$ cat src/hw/rtl/brct_pkg.sv
// shared types and constants for the buffer rate clock trim block
`default_nettype none

package brct_pkg;

    localparam int LEVEL_W  = 16;
    localparam int SUM_W    = 24;
    localparam int RATE_W   = SUM_W + 1;
    localparam int BLEN_W   = 8;
    localparam int CNT_W    = BLEN_W + 1;
    localparam int GAIN_W   = 4;
    localparam int PROD_W   = RATE_W + GAIN_W + 1;
    localparam int DAC_W    = 12;
    localparam int DATA_W   = 32;
    localparam int ADDR_W   = 3;
    localparam int MID_DEPTH = 2;
    localparam int OUT_DEPTH = 4;

    localparam logic [BLEN_W-1:0] BLEN_RESET  = 8'd100;
    localparam logic [GAIN_W-1:0] GAIN_RESET  = 4'd3;
    localparam int                DRIVE_RESET = 2048;

    typedef enum logic [0:0] {
        REG_BLOCK_LENGTH = 1'b0,
        REG_LOOP_GAIN    = 1'b1
    } brct_reg_t;

endpackage

`default_nettype wire

$ cat src/hw/rtl/brct_fifo.sv
// small register queue used between the front, back and result ports
`default_nettype none

module brct_fifo #(
    parameter int WIDTH = 24,
    parameter int DEPTH = 2
) (
    input  wire logic             clk,
    input  wire logic             rst_n,
    input  wire logic             push,
    input  wire logic [WIDTH-1:0] wdata,
    output logic                  full,
    input  wire logic             pop,
    output logic [WIDTH-1:0]      rdata,
    output logic                  empty
);

    localparam int PTR_W = (DEPTH > 1) ? $clog2(DEPTH) : 1;
    localparam int CNT_W = $clog2(DEPTH + 1);

    logic [WIDTH-1:0] mem_reg [DEPTH];
    logic [PTR_W-1:0] wr_ptr_reg, wr_ptr_next;
    logic [PTR_W-1:0] rd_ptr_reg, rd_ptr_next;
    logic [CNT_W-1:0] count_reg, count_next;
    logic             do_push;
    logic             do_pop;

    assign full    = (count_reg == CNT_W'(DEPTH));
    assign empty   = (count_reg == '0);
    assign do_push = push && !full;
    assign do_pop  = pop && !empty;
    assign rdata   = mem_reg[rd_ptr_reg];

    always_comb
    begin
        wr_ptr_next = wr_ptr_reg;
        rd_ptr_next = rd_ptr_reg;
        count_next  = count_reg;
        if (do_push)
        begin
            wr_ptr_next = (wr_ptr_reg == PTR_W'(DEPTH - 1)) ? '0 : wr_ptr_reg + 1'b1;
        end
        if (do_pop)
        begin
            rd_ptr_next = (rd_ptr_reg == PTR_W'(DEPTH - 1)) ? '0 : rd_ptr_reg + 1'b1;
        end
        if (do_push && !do_pop)
        begin
            count_next = count_reg + 1'b1;
        end
        else if (do_pop && !do_push)
        begin
            count_next = count_reg - 1'b1;
        end
    end

    always_ff @(posedge clk or negedge rst_n)
    begin
        if (!rst_n)
        begin
            wr_ptr_reg <= '0;
            rd_ptr_reg <= '0;
            count_reg  <= '0;
        end
        else
        begin
            wr_ptr_reg <= wr_ptr_next;
            rd_ptr_reg <= rd_ptr_next;
            count_reg  <= count_next;
        end
    end

    always_ff @(posedge clk)
    begin
        if (do_push)
        begin
            mem_reg[wr_ptr_reg] <= wdata;
        end
    end

endmodule

`default_nettype wire

$ cat src/hw/rtl/brct_front.sv
// front end: takes samples, counts and sums them, hands each block sum on
`default_nettype none

module brct_front (
    input  wire logic                               clk,
    input  wire logic                               rst_n,
    input  wire logic [brct_pkg::BLEN_W-1:0]        block_length,
    input  wire logic                               push,
    input  wire logic signed [brct_pkg::LEVEL_W-1:0] buffer_level,
    output logic                                    full,
    input  wire logic                               sum_full,
    output logic                                    sum_push,
    output logic [brct_pkg::SUM_W-1:0]              sum_data
);

    import brct_pkg::*;

    logic [BLEN_W-1:0]       count_reg, count_next;
    logic signed [SUM_W-1:0] running_reg, running_next;
    logic signed [SUM_W-1:0] sum_new;
    logic [CNT_W-1:0]        taken;
    logic [CNT_W-1:0]        limit;
    logic                    accept;
    logic                    block_end;

    assign full   = sum_full;
    assign accept = push && !sum_full;

    always_comb
    begin
        taken     = {1'b0, count_reg} + 1'b1;
        // zero length means a full 256-sample block
        limit     = (block_length == '0) ? CNT_W'(1 << BLEN_W) : {1'b0, block_length};
        block_end = (taken >= limit);
        sum_new   = running_reg + SUM_W'(buffer_level);
        sum_push  = accept && block_end;
        sum_data  = sum_new;

        count_next   = count_reg;
        running_next = running_reg;
        if (accept)
        begin
            if (block_end)
            begin
                count_next   = '0;
                running_next = '0;
            end
            else
            begin
                count_next   = taken[BLEN_W-1:0];
                running_next = sum_new;
            end
        end
    end

    always_ff @(posedge clk or negedge rst_n)
    begin
        if (!rst_n)
        begin
            count_reg   <= '0;
            running_reg <= '0;
        end
        else
        begin
            count_reg   <= count_next;
            running_reg <= running_next;
        end
    end

endmodule

`default_nettype wire

$ cat src/hw/rtl/brct_back.sv
// back end: rate from block sums, gain, drive integration and clamp
`default_nettype none

module brct_back #(
    parameter int DRIVE_MAX = 4095
) (
    input  wire logic                         clk,
    input  wire logic                         rst_n,
    input  wire logic [brct_pkg::GAIN_W-1:0]  loop_gain,
    input  wire logic                         sum_valid,
    input  wire logic [brct_pkg::SUM_W-1:0]   sum_data,
    output logic                              sum_pop,
    input  wire logic                         res_full,
    output logic                              res_push,
    output logic [brct_pkg::DAC_W-1:0]        res_data
);

    import brct_pkg::*;

    localparam int DRIVE_BITS = $clog2(DRIVE_MAX + 1);
    localparam int DRIVE_W    = (DRIVE_BITS < DAC_W) ? DAC_W : DRIVE_BITS;
    localparam int NEXT_W     = ((PROD_W > DRIVE_W) ? PROD_W : DRIVE_W) + 2;
    localparam logic signed [NEXT_W-1:0] DRIVE_MAX_S = NEXT_W'(DRIVE_MAX);

    logic signed [SUM_W-1:0]  prev_reg;
    logic                     first_reg;
    logic signed [PROD_W-1:0] prod_reg;
    logic                     prod_valid_reg;
    logic [DRIVE_W-1:0]       drive_reg;

    logic                     stage_ready;
    logic signed [RATE_W-1:0] rate;
    logic signed [PROD_W-1:0] prod_next;
    logic signed [PROD_W-1:0] gain_ext;
    logic signed [NEXT_W-1:0] drive_sum;
    logic [DRIVE_W-1:0]       drive_next;

    assign stage_ready = !prod_valid_reg || !res_full;
    assign sum_pop     = sum_valid && stage_ready;
    assign res_push    = prod_valid_reg && !res_full;

    always_comb
    begin
        // first block after reset compares against itself
        if (first_reg)
        begin
            rate = '0;
        end
        else
        begin
            rate = RATE_W'(prev_reg) - RATE_W'($signed(sum_data));
        end
        gain_ext  = signed'(PROD_W'(loop_gain));
        prod_next = PROD_W'(rate) * gain_ext;

        drive_sum = signed'(NEXT_W'(drive_reg)) + NEXT_W'(prod_reg);
        if (drive_sum > DRIVE_MAX_S)
        begin
            drive_next = DRIVE_W'(DRIVE_MAX);
        end
        else if (drive_sum[NEXT_W-1])
        begin
            drive_next = '0;
        end
        else
        begin
            drive_next = drive_sum[DRIVE_W-1:0];
        end
        res_data = drive_next[DAC_W-1:0];
    end

    always_ff @(posedge clk or negedge rst_n)
    begin
        if (!rst_n)
        begin
            first_reg      <= 1'b1;
            prev_reg       <= '0;
            prod_valid_reg <= 1'b0;
            drive_reg      <= DRIVE_W'(DRIVE_RESET);
        end
        else
        begin
            if (sum_pop)
            begin
                first_reg      <= 1'b0;
                prev_reg       <= $signed(sum_data);
                prod_valid_reg <= 1'b1;
            end
            else if (res_push)
            begin
                prod_valid_reg <= 1'b0;
            end
            if (res_push)
            begin
                drive_reg <= drive_next;
            end
        end
    end

    always_ff @(posedge clk)
    begin
        if (sum_pop)
        begin
            prod_reg <= prod_next;
        end
    end

endmodule

`default_nettype wire

$ cat src/hw/rtl/buffer_rate_clock_trim_core.sv
// top level of the buffer rate clock trim block
//
// buffer-delay samples enter on a queue-style port: a transaction on push/full
// takes one signed 16-bit buffer_level. samples are summed over blocks of
// block_length (0 means 256); at the end of each block the drive level is
// moved by loop_gain times (previous sum - current sum), clamped to
// 0..DRIVE_MAX, and its low 12 bits appear as one dac_code on the result queue
// (empty/pop). samples that do not close a block give no result.
// throughput: one sample per cycle while full is low, and one result per cycle
// even with a block length of one while the result queue has room; the stages
// are the front accumulator, the rate/gain stage and the drive add/clamp stage.
// path: the front writes the closing block sum into the mid queue, the back
// stage registers rate times gain, and the clamped drive enters the result queue.
// reset: block_length 100, loop_gain 3, drive 2048, counters and sums cleared,
// result queue empty; the first block after reset gives a zero rate.
// receiver stall: up to four results wait in the result queue, one more in the
// back stage and two block sums between front and back; after that full rises
// and samples are held off until pop drains the queue.
// registers (apb, pready always high): 0x0 block_length, 0x4 loop_gain.
`default_nettype none

module buffer_rate_clock_trim_core #(
    parameter int DRIVE_MAX = 4095
) (
    input  wire logic                                clk,
    input  wire logic                                rst_n,
    input  wire logic                                psel,
    input  wire logic                                penable,
    input  wire logic                                pwrite,
    input  wire logic [brct_pkg::ADDR_W-1:0]         paddr,
    input  wire logic [brct_pkg::DATA_W-1:0]         pwdata,
    output logic [brct_pkg::DATA_W-1:0]              prdata,
    output logic                                     pready,
    input  wire logic                                push,
    output logic                                     full,
    input  wire logic signed [brct_pkg::LEVEL_W-1:0] buffer_level,
    output logic                                     empty,
    input  wire logic                                pop,
    output logic [brct_pkg::DAC_W-1:0]               dac_code
);

    import brct_pkg::*;

    logic [BLEN_W-1:0] block_length_reg;
    logic [GAIN_W-1:0] loop_gain_reg;
    logic              cfg_write;
    brct_reg_t         reg_sel;

    logic              mid_push;
    logic [SUM_W-1:0]  mid_wdata;
    logic              mid_full;
    logic              mid_pop;
    logic [SUM_W-1:0]  mid_rdata;
    logic              mid_empty;

    logic              res_push;
    logic [DAC_W-1:0]  res_data;
    logic              res_full;

    assign pready    = 1'b1;
    assign cfg_write = psel && penable && pwrite && pready;
    assign reg_sel   = brct_reg_t'(paddr[ADDR_W-1:2]);

    always_comb
    begin
        case (reg_sel)
            REG_BLOCK_LENGTH: prdata = DATA_W'(block_length_reg);
            REG_LOOP_GAIN:    prdata = DATA_W'(loop_gain_reg);
            default:          prdata = '0;
        endcase
    end

    always_ff @(posedge clk or negedge rst_n)
    begin
        if (!rst_n)
        begin
            block_length_reg <= BLEN_RESET;
            loop_gain_reg    <= GAIN_RESET;
        end
        else if (cfg_write)
        begin
            case (reg_sel)
                REG_BLOCK_LENGTH: block_length_reg <= pwdata[BLEN_W-1:0];
                REG_LOOP_GAIN:    loop_gain_reg    <= pwdata[GAIN_W-1:0];
                default:          ;
            endcase
        end
    end

    brct_front u_front (
        .clk          (clk),
        .rst_n        (rst_n),
        .block_length (block_length_reg),
        .push         (push),
        .buffer_level (buffer_level),
        .full         (full),
        .sum_full     (mid_full),
        .sum_push     (mid_push),
        .sum_data     (mid_wdata)
    );

    brct_fifo #(
        .WIDTH (SUM_W),
        .DEPTH (MID_DEPTH)
    ) u_mid_fifo (
        .clk   (clk),
        .rst_n (rst_n),
        .push  (mid_push),
        .wdata (mid_wdata),
        .full  (mid_full),
        .pop   (mid_pop),
        .rdata (mid_rdata),
        .empty (mid_empty)
    );

    brct_back #(
        .DRIVE_MAX (DRIVE_MAX)
    ) u_back (
        .clk       (clk),
        .rst_n     (rst_n),
        .loop_gain (loop_gain_reg),
        .sum_valid (!mid_empty),
        .sum_data  (mid_rdata),
        .sum_pop   (mid_pop),
        .res_full  (res_full),
        .res_push  (res_push),
        .res_data  (res_data)
    );

    brct_fifo #(
        .WIDTH (DAC_W),
        .DEPTH (OUT_DEPTH)
    ) u_out_fifo (
        .clk   (clk),
        .rst_n (rst_n),
        .push  (res_push),
        .wdata (res_data),
        .full  (res_full),
        .pop   (pop),
        .rdata (dac_code),
        .empty (empty)
    );

endmodule

`default_nettype wire

$ cat config.mk
export PLATFORM = sky130hd
export DESIGN_NAME = buffer_rate_clock_trim_core
export DESIGN_NICKNAME = d
export VERILOG_FILES = /design/src/hw/rtl/brct_pkg.sv /design/src/hw/rtl/brct_fifo.sv /design/src/hw/rtl/brct_front.sv /design/src/hw/rtl/brct_back.sv /design/src/hw/rtl/buffer_rate_clock_trim_core.sv
export SDC_FILE = /design/constraint.sdc
export NUM_CORES = 1
export LEC_CHECK = 0
export BUFFER_PORTS_ARGS = -buffer_cell sky130_fd_sc_hd__buf_2
export CAP_MARGIN = 20
export CORE_MARGIN = 2
export CORE_UTILIZATION = 55
export DETAILED_ROUTE_END_ITERATION = 8
export PLACE_DENSITY = 0.76
export SETUP_SLACK_MARGIN = 0.15
export SYNTH_ARGS = -nofsm -noshare
export SYNTH_HDL_FRONTEND = slang
export SYNTH_SLANG_ARGS = --single-unit
$ cat constraint.sdc
create_clock -name clk -period 7.06 [get_ports clk]
set_clock_uncertainty 0.05 [all_clocks]
set_input_delay 0 -clock clk [delete_from_list [all_inputs] [get_ports clk]]
set_output_delay 0 -clock clk [all_outputs]
set_load 0.03 [all_outputs]
Yosys cells after proc, flatten, opt, wreduce, memory -nomap -nowiden
Memories as Yosys holds them, arrays and structs flattened.
Cells that the tools add are included.
{"block": "totals", "elab_cells": 90, "register_bits": 123, "mem_bits_rw": 96, "memories": 2, "output_inout_bits": 47, "input_bits": 58}
{"block": "op_classes", "add_sub_neg": 12, "n_lt_le_gt_ge": 2, "multipliers": 1, "bitwise_logic": 1, "n_eq_ne": 4, "n_reduce_logical": 32, "mux": 21}
{"name": "u_mid_fifo.mem_reg", "words": 2, "word_bits": 24, "read_ports": 1, "rd_clocked_by_memory_dff": 0, "write_ports": 1, "line_no": "brct_fifo.sv:21", "source": "logic [WIDTH-1:0] mem_reg [DEPTH];"}
{"name": "u_out_fifo.mem_reg", "words": 4, "word_bits": 12, "read_ports": 1, "rd_clocked_by_memory_dff": 0, "write_ports": 1, "line_no": "brct_fifo.sv:21"}
{"op": "32-bit one-hot mux with 2 select lines", "count": 1}
{"op": "32-bit by 13-bit > comparator with 1-bit output, second input constant", "count": 1}
{"op": "13-bit by 30-bit adder with 31-bit output", "count": 1}
{"op": "25-bit by 5-bit multiplier with 30-bit output", "count": 1}
{"op": "25-bit two-way mux", "count": 1}
{"op": "24-bit by 24-bit subtractor with 25-bit output", "count": 1}
{"op": "24-bit by 16-bit adder with 24-bit output", "count": 1}
{"op": "12-bit two-way mux", "count": 2}
{"op": "24-bit two-way mux", "count": 1}
{"op": "1-bit logical AND", "count": 14}
{"op": "8-bit by 1-bit adder with 9-bit output, second input constant", "count": 1}
{"op": "9-bit >= comparator", "count": 1}
{"op": "1-bit logical NOT", "count": 9}
{"op": "9-bit two-way mux", "count": 1}
{"op": "8-bit logical NOT", "count": 1}
{"op": "1-bit two-way mux", "count": 8}
{"op": "2-bit two-way mux", "count": 4}
{"op": "8-bit two-way mux", "count": 1}
{"op": "2-bit by 1-bit adder with 2-bit output, second input constant", "count": 3}
{"op": "2-bit == test, second input constant", "count": 3}
{"op": "3-bit two-way mux", "count": 2}
{"op": "2-bit nonzero test", "count": 3}
{"op": "2-bit AND reduction", "count": 2}
{"op": "3-bit by 1-bit adder with 3-bit output, second input constant", "count": 1}
{"op": "other kinds (8)", "count": 9}

Longest topological paths before layout
Gate-level depths: netlist of the first run.
{"block": "depth", "ltp_word": 9, "depth_mapped": 30, "ltp_nobuf": 28}

Cells and area by module
From an unflattened synthesis of the first run, not the netlist that was laid out.
{"block": "hier_totals", "cells_unflattened": 1635, "area_unflattened_um2": 16698.5}
{"mod": "brct_back", "cells_each": 1075, "n_inst": 1, "seq_area_each_um2": 1854.3, "area_per_inst_um2": 8994.9}
{"mod": "brct_front", "cells_each": 303, "n_inst": 1, "seq_area_each_um2": 800.8, "area_per_inst_um2": 2735.1}
{"mod": "brct_fifo (u_out_fifo)", "cells_each": 100, "n_inst": 1, "seq_area_each_um2": 1616.6, "area_per_inst_um2": 2175.8}
{"mod": "brct_fifo (u_mid_fifo)", "cells_each": 94, "n_inst": 1, "seq_area_each_um2": 1541.5, "area_per_inst_um2": 2030.7}
{"mod": "buffer_rate_clock_trim_core", "cells_each": 63, "n_inst": 1, "seq_area_each_um2": 306.5, "area_per_inst_um2": 762.0}

Worst setup path before layout of the first run
OpenSTA, ideal clock, no wires.
{"block": "synth_timing", "path_type": "reg-to-reg", "startpoint": "register u_mid_fifo.rd_ptr_reg", "endpoint": "register u_back.prod_reg[29], data pin", "setup_slack_ns": 0.185, "path_buffers": 2, "required_ns": 6.750, "t_arrival_ns": 6.566, "stages_incl_launch_ff": 28, "period_less_slack_ns": 6.875, "path_cell_list": "dfrtp_1 clkbuf_1 clkbuf_1 mux2i_1 ha_1 a21o_1 or3_1 o221a_2 o31ai_2 a21oi_1 a311oi_2 xor2_1 nor2_1 and2_1 ha_1 fa_1 inv_1 fa_1 inv_1 ha_1 and2_1 a221oi_1 o21ai_0 a211o_1 nand2_1 o21a_1 o21ai_0 xnor2_1"}
{"block": "synth_between", "elab_chain_cells": 4}
{"element": "from (decl)", "line_no": "brct_fifo.sv:23", "source": "logic [PTR_W-1:0] rd_ptr_reg, rd_ptr_next;"}
{"element": "from (signal assigned)", "line_no": "brct_fifo.sv:68", "source": "rd_ptr_reg <= rd_ptr_next;"}
{"element": "memory 2 x 24 bit"}
{"element": "24-bit by 24-bit subtractor with 25-bit output", "line_no": "brct_back.sv:51", "source": "rate = RATE_W'(prev_reg) - RATE_W'($signed(sum_data));"}
{"element": "25-bit two-way mux", "line_no": "brct_back.sv:45", "source": "if (first_reg)"}
{"element": "25-bit by 5-bit multiplier with 30-bit output", "line_no": "brct_back.sv:54", "source": "prod_next = PROD_W'(rate) * gain_ext;"}
{"element": "net u_back.prod_next[29]", "line_no": "brct_back.sv:33", "source": "logic signed [PROD_W-1:0] prod_next;"}
{"element": "to (signal assigned)", "line_no": "brct_back.sv:104", "source": "prod_reg <= prod_next;"}
{"element": "to (decl)", "line_no": "brct_back.sv:27", "source": "logic signed [PROD_W-1:0] prod_reg;"}
The timed path passes the listed nets, and every way through them passes these cells.
A chain may end at the register's enable or synchronous reset.

Worst setup path after layout of the first run
Same ends and word-level chain as after synthesis.

==> results of run 1 <==
synthesized netlist by cell type, drive strengths merged (7+ instances only):
| library cell | number |
|---|---|
| nor2 | 139 |
| inv | 138 |
| ha | 135 |
| edfxtp | 126 |
| nand2 | 120 |
| dfrtp | 86 |
| a21oi | 84 |
| o21ai | 64 |
| fa | 55 |
| xnor2 | 53 |
| and2 | 43 |
| xor2 | 34 |
| clkbuf | 33 |
| mux2 | 30 |
| mux2i | 30 |
| a21o | 28 |
| buf | 28 |
| nand3 | 23 |
| nand2b | 22 |
| a31oi | 18 |
| nor3 | 16 |
| o21a | 16 |
| or2 | 15 |
| o211ai | 13 |
| and3 | 12 |
| mux4 | 12 |
| nor2b | 11 |
| o21bai | 9 |
| a211oi | 8 |
| nand4 | 8 |
| a21boi | 7 |
| dfstp | 7 |
metal layers:
layer,routed length [um],GRT usage,up-vias,part of all wire
li1,-,-,5311,-
met3,938,0.0220,47,0.031
met1,13300,0.262,5141,0.44
met4,669,0.0523,0,0.022
met5,0,0,-,0
met2,15600,0.392,191,0.51
cell usage in the layout (no fill, tap or decap), types with 52 or more instances in the layout:
cell type  count
dfrtp_1       86
inv_1        138
ha_1         130
buf_2         52
o21ai_0       60
edfxtp_1     126
fa_1          54
nor2_1       137
a21oi_1       83
nand2_1      120
critical path, delay by kind of cell (launching register included):
kind            cells  cell delay [ns]
xor+xnor            2             0.33
buf+inv             3             0.26
simple gates        5             0.86
fa+ha+maj           5             1.95
compound gates     11             2.18
mux                 1             0.31
flops               1             0.40
through the flow:
stage	cell area, um2	hold slack [ns]	utilization	std cells
floorplan	15400	-0.346	-	1512
global placement	16000	-0.107	0.578	1898
detailed placement	16000	-0.103	0.578	1898
CTS	17000	0.000360	0.615	1958
global route	17200	0.0475	0.623	1961
finish	17200	0.0141	0.623	1961
timing repair:
| action | CTS | global route |
|---|---|---|
| resized for setup | 0 | 39 |
| endpoints found under the setup margin | 1 | 9 |
| buffers inserted | 0 | 3 |
| hold buffers | 16 | 0 |
| hold endpoints to repair | 44 | 0 |
| pin swaps | 1 | 7 |
kinds of logic (layout without fill, tap and decap cells):
family,count (synthesis),after routing,synth area share
buffers and inverters,199,270,0.0553
AO/OA/AOI/OAI,294,294,0.124
other,2,25,0.000489
multiplexers,72,72,0.0592
flip-flops,219,219,0.399
XOR/XNOR,87,87,0.0497
AND/OR/NAND/NOR,426,426,0.131
adder cells (fa/ha/maj),190,190,0.182
worst paths after layout:
| check | end | slack [ns] | depth (start not counted) |
|---|---|---|---|
| worst max-delay path | u_back.prod_reg[29] | 0.43 | 27 |
| worst min-delay path | u_mid_fifo.mem_reg[1][13] | 0.01 | 3 |
| worst max register to register | u_back.prod_reg[29] | 0.43 | 27 |
| worst min register to register | u_front.running_reg[17] | 0.43 | 2 |
| max in group asynchronous | loop_gain_reg[3] | 5.53 | 4 |
| min in group asynchronous | u_back.prev_reg[21] | 0.53 | 4 |
layout make-up:
class / count / area (um2)
well taps: 378 / 473
fillers: 2200 / 10400
clock buffers: 28 / 626
repair buffers: 88 / 592
flip-flops and latches: 219 / 6120
clock inverters: 16 / 218
inverters: 138 / 518
multi-input cells: 1094 / 8670
==> flow_results.xml, run 1 <==
<?xml version="1.0" encoding="UTF-8"?>
<metrics>
  <group name="finish">
    <metric name="num-nets-final" unit="">1813</metric>
    <metric name="n_antenna_cell" unit="">0</metric>
    <metric name="area.growth.synth_to_final" unit="%">12.2</metric>
    <metric name="drive_above_1_share" unit="">0.137</metric>
  </group>
  <group name="run_status">
    <metric name="outcome" unit="">finished clean</metric>
  </group>
  <group name="min_path">
    <metric name="min_from" unit="">buffer_level[13]</metric>
    <metric name="worstHoldPathType" unit="">input pin to flop</metric>
  </group>
  <group name="detailed_routing">
    <metric name="drt-vias-per-instance" unit="">5.45</metric>
    <metric name="antenna_left" unit="">0</metric>
    <metric name="initialDrtViolationCount" unit="">548</metric>
    <metric name="wl_per_cell" unit="um">15.6</metric>
    <metric name="routed-via-count" unit="">10700</metric>
    <metric name="drc_errors" unit="">0</metric>
    <metric name="drt-pass1-iter-count" unit="">4</metric>
    <metric name="wl" unit="um">30500</metric>
  </group>
  <group name="critical_path">
    <metric name="criticalPathCategory" unit="">flop to flop</metric>
    <metric name="cp-start-kind" unit="">flop</metric>
    <metric name="worstReg2RegStart" unit="">u_mid_fifo.rd_ptr_reg</metric>
    <metric name="nature_of_the_critical_path_endpoint" unit="">flop</metric>
    <metric name="critPathRequiredTime" unit="ns">7.26</metric>
    <metric name="worst_path_arrival" unit="ns">6.82</metric>
    <metric name="crit_path_largest_cell_delay" unit="ns">0.54</metric>
    <metric name="setup.worst_path.start" unit="">u_mid_fifo.rd_ptr_reg</metric>
    <metric name="path_max_fanout" unit="">6</metric>
    <metric name="critical_path_slowest_stage_cell" unit="">fa_1</metric>
  </group>
  <group name="logic_synthesis">
    <metric name="synth_top_flop_cell" unit="">edfxtp_1</metric>
    <metric name="synth_enable_flop_cells" unit="">126</metric>
    <metric name="syn-instance-count" unit="">1489</metric>
    <metric name="yosys_register_bits" unit="">219</metric>
    <metric name="async_flop_share" unit="">0.425</metric>
    <metric name="ys_top_cells_by_area" unit="">edfxtp_1, dfrtp_1, ha_1, fa_1, nor2_1</metric>
    <metric name="yosysTopAreaCell" unit="">edfxtp_1</metric>
    <metric name="synth.top_cell.area_share" unit="">0.247</metric>
    <metric name="postSynthAreaPerCell" unit="um2">10.3</metric>
    <metric name="seq_area_frac_synth" unit="">0.399</metric>
    <metric name="synthesis.area" unit="mm2">0.0153</metric>
    <metric name="ys.warnings.count" unit="">0</metric>
    <metric name="ys_types" unit="">68</metric>
  </group>
  <group name="timing">
    <metric name="fin_crit" unit="ns">6.63</metric>
    <metric name="worstMarginPinSlew" unit="ns">1.09</metric>
    <metric name="timing_max_transition_violations_final" unit="">0</metric>
    <metric name="final_critical_path_setup_slack" unit="ns">0.433</metric>
    <metric name="timing.slew.headroom" unit="">0.276</metric>
    <metric name="hold_viol_final" unit="">0</metric>
    <metric name="fmaxAchievable" unit="MHz">151</metric>
    <metric name="tns" unit="ns">0</metric>
    <metric name="setup_viol" unit="">0</metric>
    <metric name="setup_repair_after_global_routing_missed_its_margin" unit="">false</metric>
    <metric name="finalCritPeriodShare" unit="">0.939</metric>
  </group>
  <group name="clock_network">
    <metric name="clk_path_buf_depth" unit="">3</metric>
    <metric name="tritoncts.num_buffers" unit="">24</metric>
    <metric name="cts-root-buf" unit="">clkbuf_16</metric>
    <metric name="clock_tree.htree_level_count" unit="">1</metric>
    <metric name="path_clk_slew" unit="ns">0.07</metric>
    <metric name="tritoncts" unit="">done</metric>
    <metric name="clock_insertion_delay_worst_skew" unit="ns">0.53</metric>
    <metric name="cts.sinks" unit="">219</metric>
  </group>
  <group name="die">
    <metric name="core.rowCount" unit="">61</metric>
    <metric name="die_w" unit="um">171</metric>
    <metric name="io_pins" unit="">105</metric>
    <metric name="dieHeight" unit="um">171</metric>
    <metric name="start_util" unit="">0.555</metric>
    <metric name="dieArea" unit="mm2">0.0293</metric>
    <metric name="placeableCoreArea" unit="mm2">0.0276</metric>
  </group>
  <group name="job">
    <metric name="cap_viol_max_count" unit="">0</metric>
  </group>
  <group name="global_route">
    <metric name="grt_first_pass_wirelength" unit="um">50700</metric>
    <metric name="track_usage" unit="">0.211</metric>
    <metric name="grt-ovfl-total" unit="">0</metric>
    <metric name="grt_pass1_vias" unit="">10700</metric>
    <metric name="grt_start_max_net_pins" unit="">69</metric>
    <metric name="antenna_found_initial" unit="">0</metric>
  </group>
  <group name="placed_design">
    <metric name="buffer_ports.inserted" unit="">53</metric>
    <metric name="pre_cts_ws" unit="ns">0.202</metric>
    <metric name="routabilityCongestion" unit="">0.912</metric>
    <metric name="post-dp-hpwl" unit="um">22300</metric>
  </group>
</metrics>
Power of run 1 is left out: the tool's default activity adds up to more than one toggle a clock period on the data nets, which glitch-free logic cannot reach.
==> inputs of run 2 (changes only) <==
GPL_TIMING_DRIVEN = 0   (was default)
==> run 2 against run 1 <==
Net effect: die area did not move; critical path type unchanged; global-route usage up 1.2 points; worst setup slack worse by 0.079 ns; critical endpoint is now u_back.prod_reg[28].
==> flow_results.xml, run 2 (synthesis gave the netlist of run 1 again) <==
<?xml version="1.0" encoding="UTF-8"?>
<metrics>
  <group name="die">
    <metric name="placeableCoreArea" unit="mm2">0.0276</metric>
    <metric name="dieHeight" unit="um">171</metric>
    <metric name="dieArea" unit="mm2">0.0293</metric>
    <metric name="io_pins" unit="">105</metric>
    <metric name="core.rowCount" unit="">61</metric>
    <metric name="start_util" unit="">0.555</metric>
    <metric name="die_w" unit="um">171</metric>
  </group>
  <group name="finish">
    <metric name="area.growth.synth_to_final" unit="%">15.9</metric>
    <metric name="fin_cells" unit="">2027</metric>
    <metric name="mostFrequentLayoutCell" unit="">inv_1</metric>
    <metric name="num-nets-final" unit="">1879</metric>
    <metric name="n_antenna_cell" unit="">0</metric>
    <metric name="mostFrequentLayoutCells" unit="">inv_1, nor2_1, ha_1, edfxtp_1, nand2_1</metric>
    <metric name="area_of_combinational_cells_with_multiple_inputs" unit="mm2">0.00877</metric>
    <metric name="fillCellCount" unit="">2174</metric>
    <metric name="drive_above_1_share" unit="">0.155</metric>
    <metric name="final_std_cell_area_no_fill" unit="mm2">0.0178</metric>
    <metric name="sequential_cell_area" unit="mm2">0.00612</metric>
  </group>
  <group name="job">
    <metric name="cap_viol_max_count" unit="">0</metric>
  </group>
  <group name="timing">
    <metric name="timing.slew.headroom" unit="">0.219</metric>
    <metric name="fmaxAchievable" unit="MHz">149</metric>
    <metric name="finalCritPeriodShare" unit="">0.950</metric>
    <metric name="setup_repair_after_global_routing_missed_its_margin" unit="">true</metric>
    <metric name="hold_viol_final" unit="">0</metric>
    <metric name="fin_crit" unit="ns">6.71</metric>
    <metric name="setup_viol" unit="">0</metric>
    <metric name="timing_max_transition_violations_final" unit="">0</metric>
    <metric name="hold_slack" unit="ns">0.0192</metric>
    <metric name="worstMarginPinSlew" unit="ns">1.17</metric>
    <metric name="final_critical_path_setup_slack" unit="ns">0.354</metric>
  </group>
  <group name="critical_path">
    <metric name="cp-start-kind" unit="">flop</metric>
    <metric name="criticalPathCategory" unit="">flop to flop</metric>
    <metric name="worst_path_arrival" unit="ns">6.92</metric>
    <metric name="path_max_fanout" unit="">6</metric>
    <metric name="nature_of_the_critical_path_endpoint" unit="">flop</metric>
    <metric name="critPathRequiredTime" unit="ns">7.27</metric>
  </group>
  <group name="clock_network">
    <metric name="clk_path_buf_depth" unit="">3</metric>
    <metric name="clock_insertion_delay_worst_skew" unit="ns">0.52</metric>
    <metric name="tritoncts" unit="">done</metric>
    <metric name="clock_tree.htree_level_count" unit="">1</metric>
    <metric name="cts.sinks" unit="">219</metric>
    <metric name="cts-root-buf" unit="">clkbuf_16</metric>
    <metric name="path_clk_slew" unit="ns">0.06</metric>
    <metric name="tritoncts.num_buffers" unit="">24</metric>
  </group>
  <group name="global_route">
    <metric name="grt_first_pass_wirelength" unit="um">53000</metric>
    <metric name="track_usage" unit="">0.223</metric>
    <metric name="grt_pass1_vias" unit="">11100</metric>
    <metric name="grt_start_max_net_pins" unit="">70</metric>
    <metric name="grt-ovfl-total" unit="">0</metric>
    <metric name="antenna_found_initial" unit="">0</metric>
  </group>
  <group name="detailed_routing">
    <metric name="initialDrtViolationCount" unit="">551</metric>
    <metric name="drt-vias-per-instance" unit="">5.49</metric>
    <metric name="antenna_left" unit="">0</metric>
    <metric name="wl_per_cell" unit="um">16.3</metric>
    <metric name="wl" unit="um">33000</metric>
    <metric name="drt-pass1-iter-count" unit="">5</metric>
    <metric name="drc_errors" unit="">0</metric>
    <metric name="routed-via-count" unit="">11100</metric>
  </group>
  <group name="placed_design">
    <metric name="buffer_ports.inserted" unit="">53</metric>
    <metric name="post-dp-hpwl" unit="um">24400</metric>
    <metric name="routabilityCongestion" unit="">0.887</metric>
    <metric name="pre_cts_ws" unit="ns">-1.07</metric>
    <metric name="placedInstanceArea" unit="mm2">0.0162</metric>
    <metric name="placed_cells_incl_taps" unit="">1947</metric>
  </group>
  <group name="min_path">
    <metric name="worstHoldPathType" unit="">input pin to flop</metric>
  </group>
  <group name="run_status">
    <metric name="outcome" unit="">finished clean</metric>
  </group>
</metrics>
==> run 2: path summary, 6_finish.rpt <==
kind	startpoint	endpoint	slack, ns	cells past startpoint
min in group asynchronous	rst_n	u_back.drive_reg[11]	0.57	3
max reg2reg	u_mid_fifo.rd_ptr_reg	u_back.prod_reg[28]	0.35	27
max in group asynchronous	rst_n	block_length_reg[2]	5.97	4
max	u_mid_fifo.rd_ptr_reg	u_back.prod_reg[28]	0.35	27
min	buffer_level[5]	u_mid_fifo.mem_reg[0][5]	0.02	3
min reg2reg	u_front.running_reg[17]	u_front.running_reg[17]	0.42	2
==> run 2: routing by layer <==
| layer | vias up | GRT usage | wire length (um) |
|---|---|---|---|
| met5 | - | 0 | 0 |
| met4 | 0 | 0.0895 | 1360 |
| met3 | 87 | 0.0241 | 1110 |
| met2 | 253 | 0.410 | 16700 |
| met1 | 5332 | 0.267 | 13900 |
| li1 | 5454 | - | - |
==> run 2: final cells by class <==
cell class	count	area share
timing repair buffer	93	0.0374
tap	378	0.0266
clock inverter	12	0.0114
buffer	61	0.0205
sequential	219	0.344
inverter	138	0.0291
multi-input combinational	1094	0.493
clock buffer	32	0.0383
==> run 2: worst max-delay path, stage by stage (launching register included) <==
cell and delay, ns:
dfrtp_1 0.37, buf_8 0.15, clkbuf_16 0.17, mux2i_4 0.29, ha_4 0.25, nor2b_2 0.16, o31a_1 0.35, o221a_4 0.26
o31ai_4 0.30, a21oi_2 0.11, buf_4 0.15, xnor2_1 0.11, nor2_1 0.22, and2_1 0.18, ha_1 0.26, fa_1 0.54
inv_1 0.05, fa_1 0.53, inv_1 0.04, ha_1 0.36, nand4_1 0.26, nor4b_4 0.40, o21a_1 0.20, o31ai_2 0.08
a21oi_1 0.23, a21o_1 0.18, a21oi_2 0.06, xnor2_1 0.13
==> run 2: what timing repair did <==
item / CTS / global route
resized for setup: 19 / 49
buffers inserted: 4 / 12
endpoints found under the hold margin: 107 / 0
pin swaps: 5 / 17
hold buffers: 20 / 0
setup endpoints to repair: 15 / 9
cloned: 0 / 0
==> run 2: through the flow <==
step                      TNS, ns  utilization
final                           0        0.644
after CTS                       0        0.632
after detailed placement    -8.66        0.588
after global placement      -7.64        0.585
after global routing            0        0.644
after floorplan                 0            -
Power of run 2 is left out for the same reason.
==> inputs of run 3 (changes only) <==
==> constraint.sdc (replaced) <==
create_clock -name clk -period 7.06 [get_ports clk]
set_clock_uncertainty 0.05 [all_clocks]
set_input_delay 0.706 -clock clk [delete_from_list [all_inputs] [get_ports clk]]
set_output_delay 0.706 -clock clk [all_outputs]
set_load 0.03 [all_outputs]
==> run 3 against run 2 <==
Net effect: die area did not move; wire length shrank 1.5%; non-clock buffer count shrank 19; critical path depth grew 1; sequential share of layout area rose by 0.40 points; utilization decreased by 0.74 points; critical endpoint unchanged.
==> flow_results.xml, run 3 (synthesis gave the netlist of run 1 again) <==
<?xml version="1.0" encoding="UTF-8"?>
<metrics>
  <group name="run_status">
    <metric name="outcome" unit="">finished clean</metric>
  </group>
  <group name="clock_network">
    <metric name="clock_tree.htree_level_count" unit="">1</metric>
    <metric name="cts.sinks" unit="">219</metric>
    <metric name="cts-root-buf" unit="">clkbuf_16</metric>
    <metric name="clk_path_buf_depth" unit="">3</metric>
    <metric name="path_clk_slew" unit="ns">0.07</metric>
    <metric name="clock_insertion_delay_worst_skew" unit="ns">0.52</metric>
    <metric name="tritoncts" unit="">done</metric>
    <metric name="tritoncts.num_buffers" unit="">24</metric>
  </group>
  <group name="die">
    <metric name="start_util" unit="">0.555</metric>
    <metric name="dieArea" unit="mm2">0.0293</metric>
    <metric name="placeableCoreArea" unit="mm2">0.0276</metric>
    <metric name="core.rowCount" unit="">61</metric>
    <metric name="dieHeight" unit="um">171</metric>
    <metric name="io_pins" unit="">105</metric>
    <metric name="die_w" unit="um">171</metric>
  </group>
  <group name="critical_path">
    <metric name="nature_of_the_critical_path_endpoint" unit="">flop</metric>
    <metric name="worst-r2r-cell-count" unit="">28</metric>
    <metric name="critPathTopFamily" unit="">compound AO/OA/AOI/OAI gates</metric>
    <metric name="critPathRequiredTime" unit="ns">7.27</metric>
    <metric name="r2r_end" unit="">u_back.prod_reg[28]</metric>
    <metric name="crit_path_largest_cell_delay" unit="ns">0.55</metric>
    <metric name="worst_path_arrival" unit="ns">6.92</metric>
    <metric name="crit_buf_inv" unit="">4</metric>
    <metric name="path_max_fanout" unit="">6</metric>
    <metric name="critical_path_slowest_stage_cell" unit="">fa_1</metric>
    <metric name="criticalPathCategory" unit="">flop to flop</metric>
    <metric name="worst_path_most_repeated_cell" unit="">a21oi_1</metric>
    <metric name="cp-start-kind" unit="">flop</metric>
    <metric name="reg2reg_setup_slack" unit="ns">0.35</metric>
    <metric name="worstReg2RegStart" unit="">u_mid_fifo.rd_ptr_reg</metric>
  </group>
  <group name="finish">
    <metric name="n_antenna_cell" unit="">0</metric>
    <metric name="mostFrequentLayoutCells" unit="">inv_1, nor2_1, ha_1, edfxtp_1, nand2_1</metric>
    <metric name="num-nets-final" unit="">1860</metric>
    <metric name="area.growth.synth_to_final" unit="%">14.6</metric>
    <metric name="mostFrequentLayoutCell" unit="">inv_1</metric>
    <metric name="drive_above_1_share" unit="">0.156</metric>
    <metric name="fin_cells" unit="">2008</metric>
  </group>
  <group name="detailed_routing">
    <metric name="dr_wl_met2" unit="um">16400</metric>
    <metric name="antenna_left" unit="">0</metric>
    <metric name="wl" unit="um">32500</metric>
    <metric name="drt-pass1-iter-count" unit="">8</metric>
    <metric name="drt-vias-per-instance" unit="">5.48</metric>
    <metric name="detailed_routing_wirelength_on_met1" unit="um">13600</metric>
    <metric name="highest-signal-layer" unit="">met4</metric>
    <metric name="drc_errors" unit="">0</metric>
    <metric name="wl_per_cell" unit="um">16.2</metric>
    <metric name="initialDrtViolationCount" unit="">557</metric>
    <metric name="met3_wirelength" unit="um">1180</metric>
    <metric name="routed-via-count" unit="">11000</metric>
  </group>
  <group name="global_route">
    <metric name="grt_first_pass_wirelength" unit="um">52100</metric>
    <metric name="grt-ovfl-total" unit="">0</metric>
    <metric name="track_usage" unit="">0.219</metric>
    <metric name="antenna_found_initial" unit="">0</metric>
    <metric name="grt_pass1_vias" unit="">11000</metric>
    <metric name="grt_start_max_net_pins" unit="">70</metric>
  </group>
  <group name="timing">
    <metric name="timing.slew.headroom" unit="">0.253</metric>
    <metric name="finalCritPeriodShare" unit="">0.951</metric>
    <metric name="timing_max_transition_violations_final" unit="">0</metric>
    <metric name="hold_viol_final" unit="">0</metric>
    <metric name="fin_crit" unit="ns">6.71</metric>
    <metric name="fmaxAchievable" unit="MHz">149</metric>
    <metric name="setup_viol" unit="">0</metric>
    <metric name="hold_slack" unit="ns">0.0730</metric>
    <metric name="tns" unit="ns">0</metric>
    <metric name="setup_repair_after_global_routing_missed_its_margin" unit="">true</metric>
    <metric name="worstMarginPinSlew" unit="ns">1.12</metric>
    <metric name="final_critical_path_setup_slack" unit="ns">0.349</metric>
  </group>
  <group name="placed_design">
    <metric name="routabilityCongestion" unit="">0.887</metric>
    <metric name="post-dp-hpwl" unit="um">24400</metric>
    <metric name="placed_cells_incl_taps" unit="">1947</metric>
    <metric name="buffer_ports.inserted" unit="">53</metric>
    <metric name="pre_cts_ws" unit="ns">-1.07</metric>
  </group>
  <group name="job">
    <metric name="cap_viol_max_count" unit="">0</metric>
  </group>
  <group name="min_path">
    <metric name="worstHoldPathType" unit="">input pin to async pin</metric>
  </group>
</metrics>
-- run 3: changes by cell type in the layout (fill, tap and decap cells not counted), sizes merged --
cell and change:
dlygate4sd3 -19
-- run 3: how the worst max path moves through the flow --
stage                               start             endpoint  slack [ns]  depth (start not counted)
floorplan           u_mid_fifo.rd_ptr_reg  u_back.prod_reg[29]        0.18                         27
global placement    u_mid_fifo.rd_ptr_reg  u_back.prod_reg[29]       -0.98                         27
detailed placement  u_mid_fifo.rd_ptr_reg  u_back.prod_reg[28]       -1.07                         27
CTS                 u_mid_fifo.rd_ptr_reg  u_back.prod_reg[29]        0.16                         28
global route        u_mid_fifo.rd_ptr_reg  u_back.prod_reg[29]        0.06                         28
finish              u_mid_fifo.rd_ptr_reg  u_back.prod_reg[28]        0.35                         28
-- run 3: layout make-up --
| type | instances | area [um2] |
|---|---|---|
| fillers | 2193 | 10000 |
| multi-input cells | 1094 | 8760 |
| flip-flops and latches | 219 | 6120 |
| clock buffers | 32 | 682 |
| inverters | 138 | 518 |
| well taps | 378 | 473 |
| repair buffers | 74 | 463 |
| plain buffers | 61 | 365 |
| clock inverters | 12 | 203 |
-- run 3: metrics by stage --
step,instance area (um2),util
after detailed placement,16200,0.588
after floorplan,15400,-
final,17600,0.637
after global routing,17600,0.637
after CTS,17300,0.625
after global placement,16200,0.585
-- run 3: layer usage --
metal,vias to the layer above,GRT usage
met5,-,0
met4,0,0.0888
met3,83,0.0241
met2,272,0.402
met1,5238,0.262
li1,5401,-
-- run 3: timing repair --
| action | in CTS | in global routing |
|---|---|---|
| gates cloned | 0 | 0 |
| buffers inserted | 4 | 13 |
| gates resized for setup | 19 | 48 |
| endpoints found under the hold margin | 0 | 0 |
| hold buffers | 0 | 0 |
| setup endpoints to repair | 15 | 9 |
| pin swaps | 5 | 18 |
Power of run 3 is left out for the same reason.
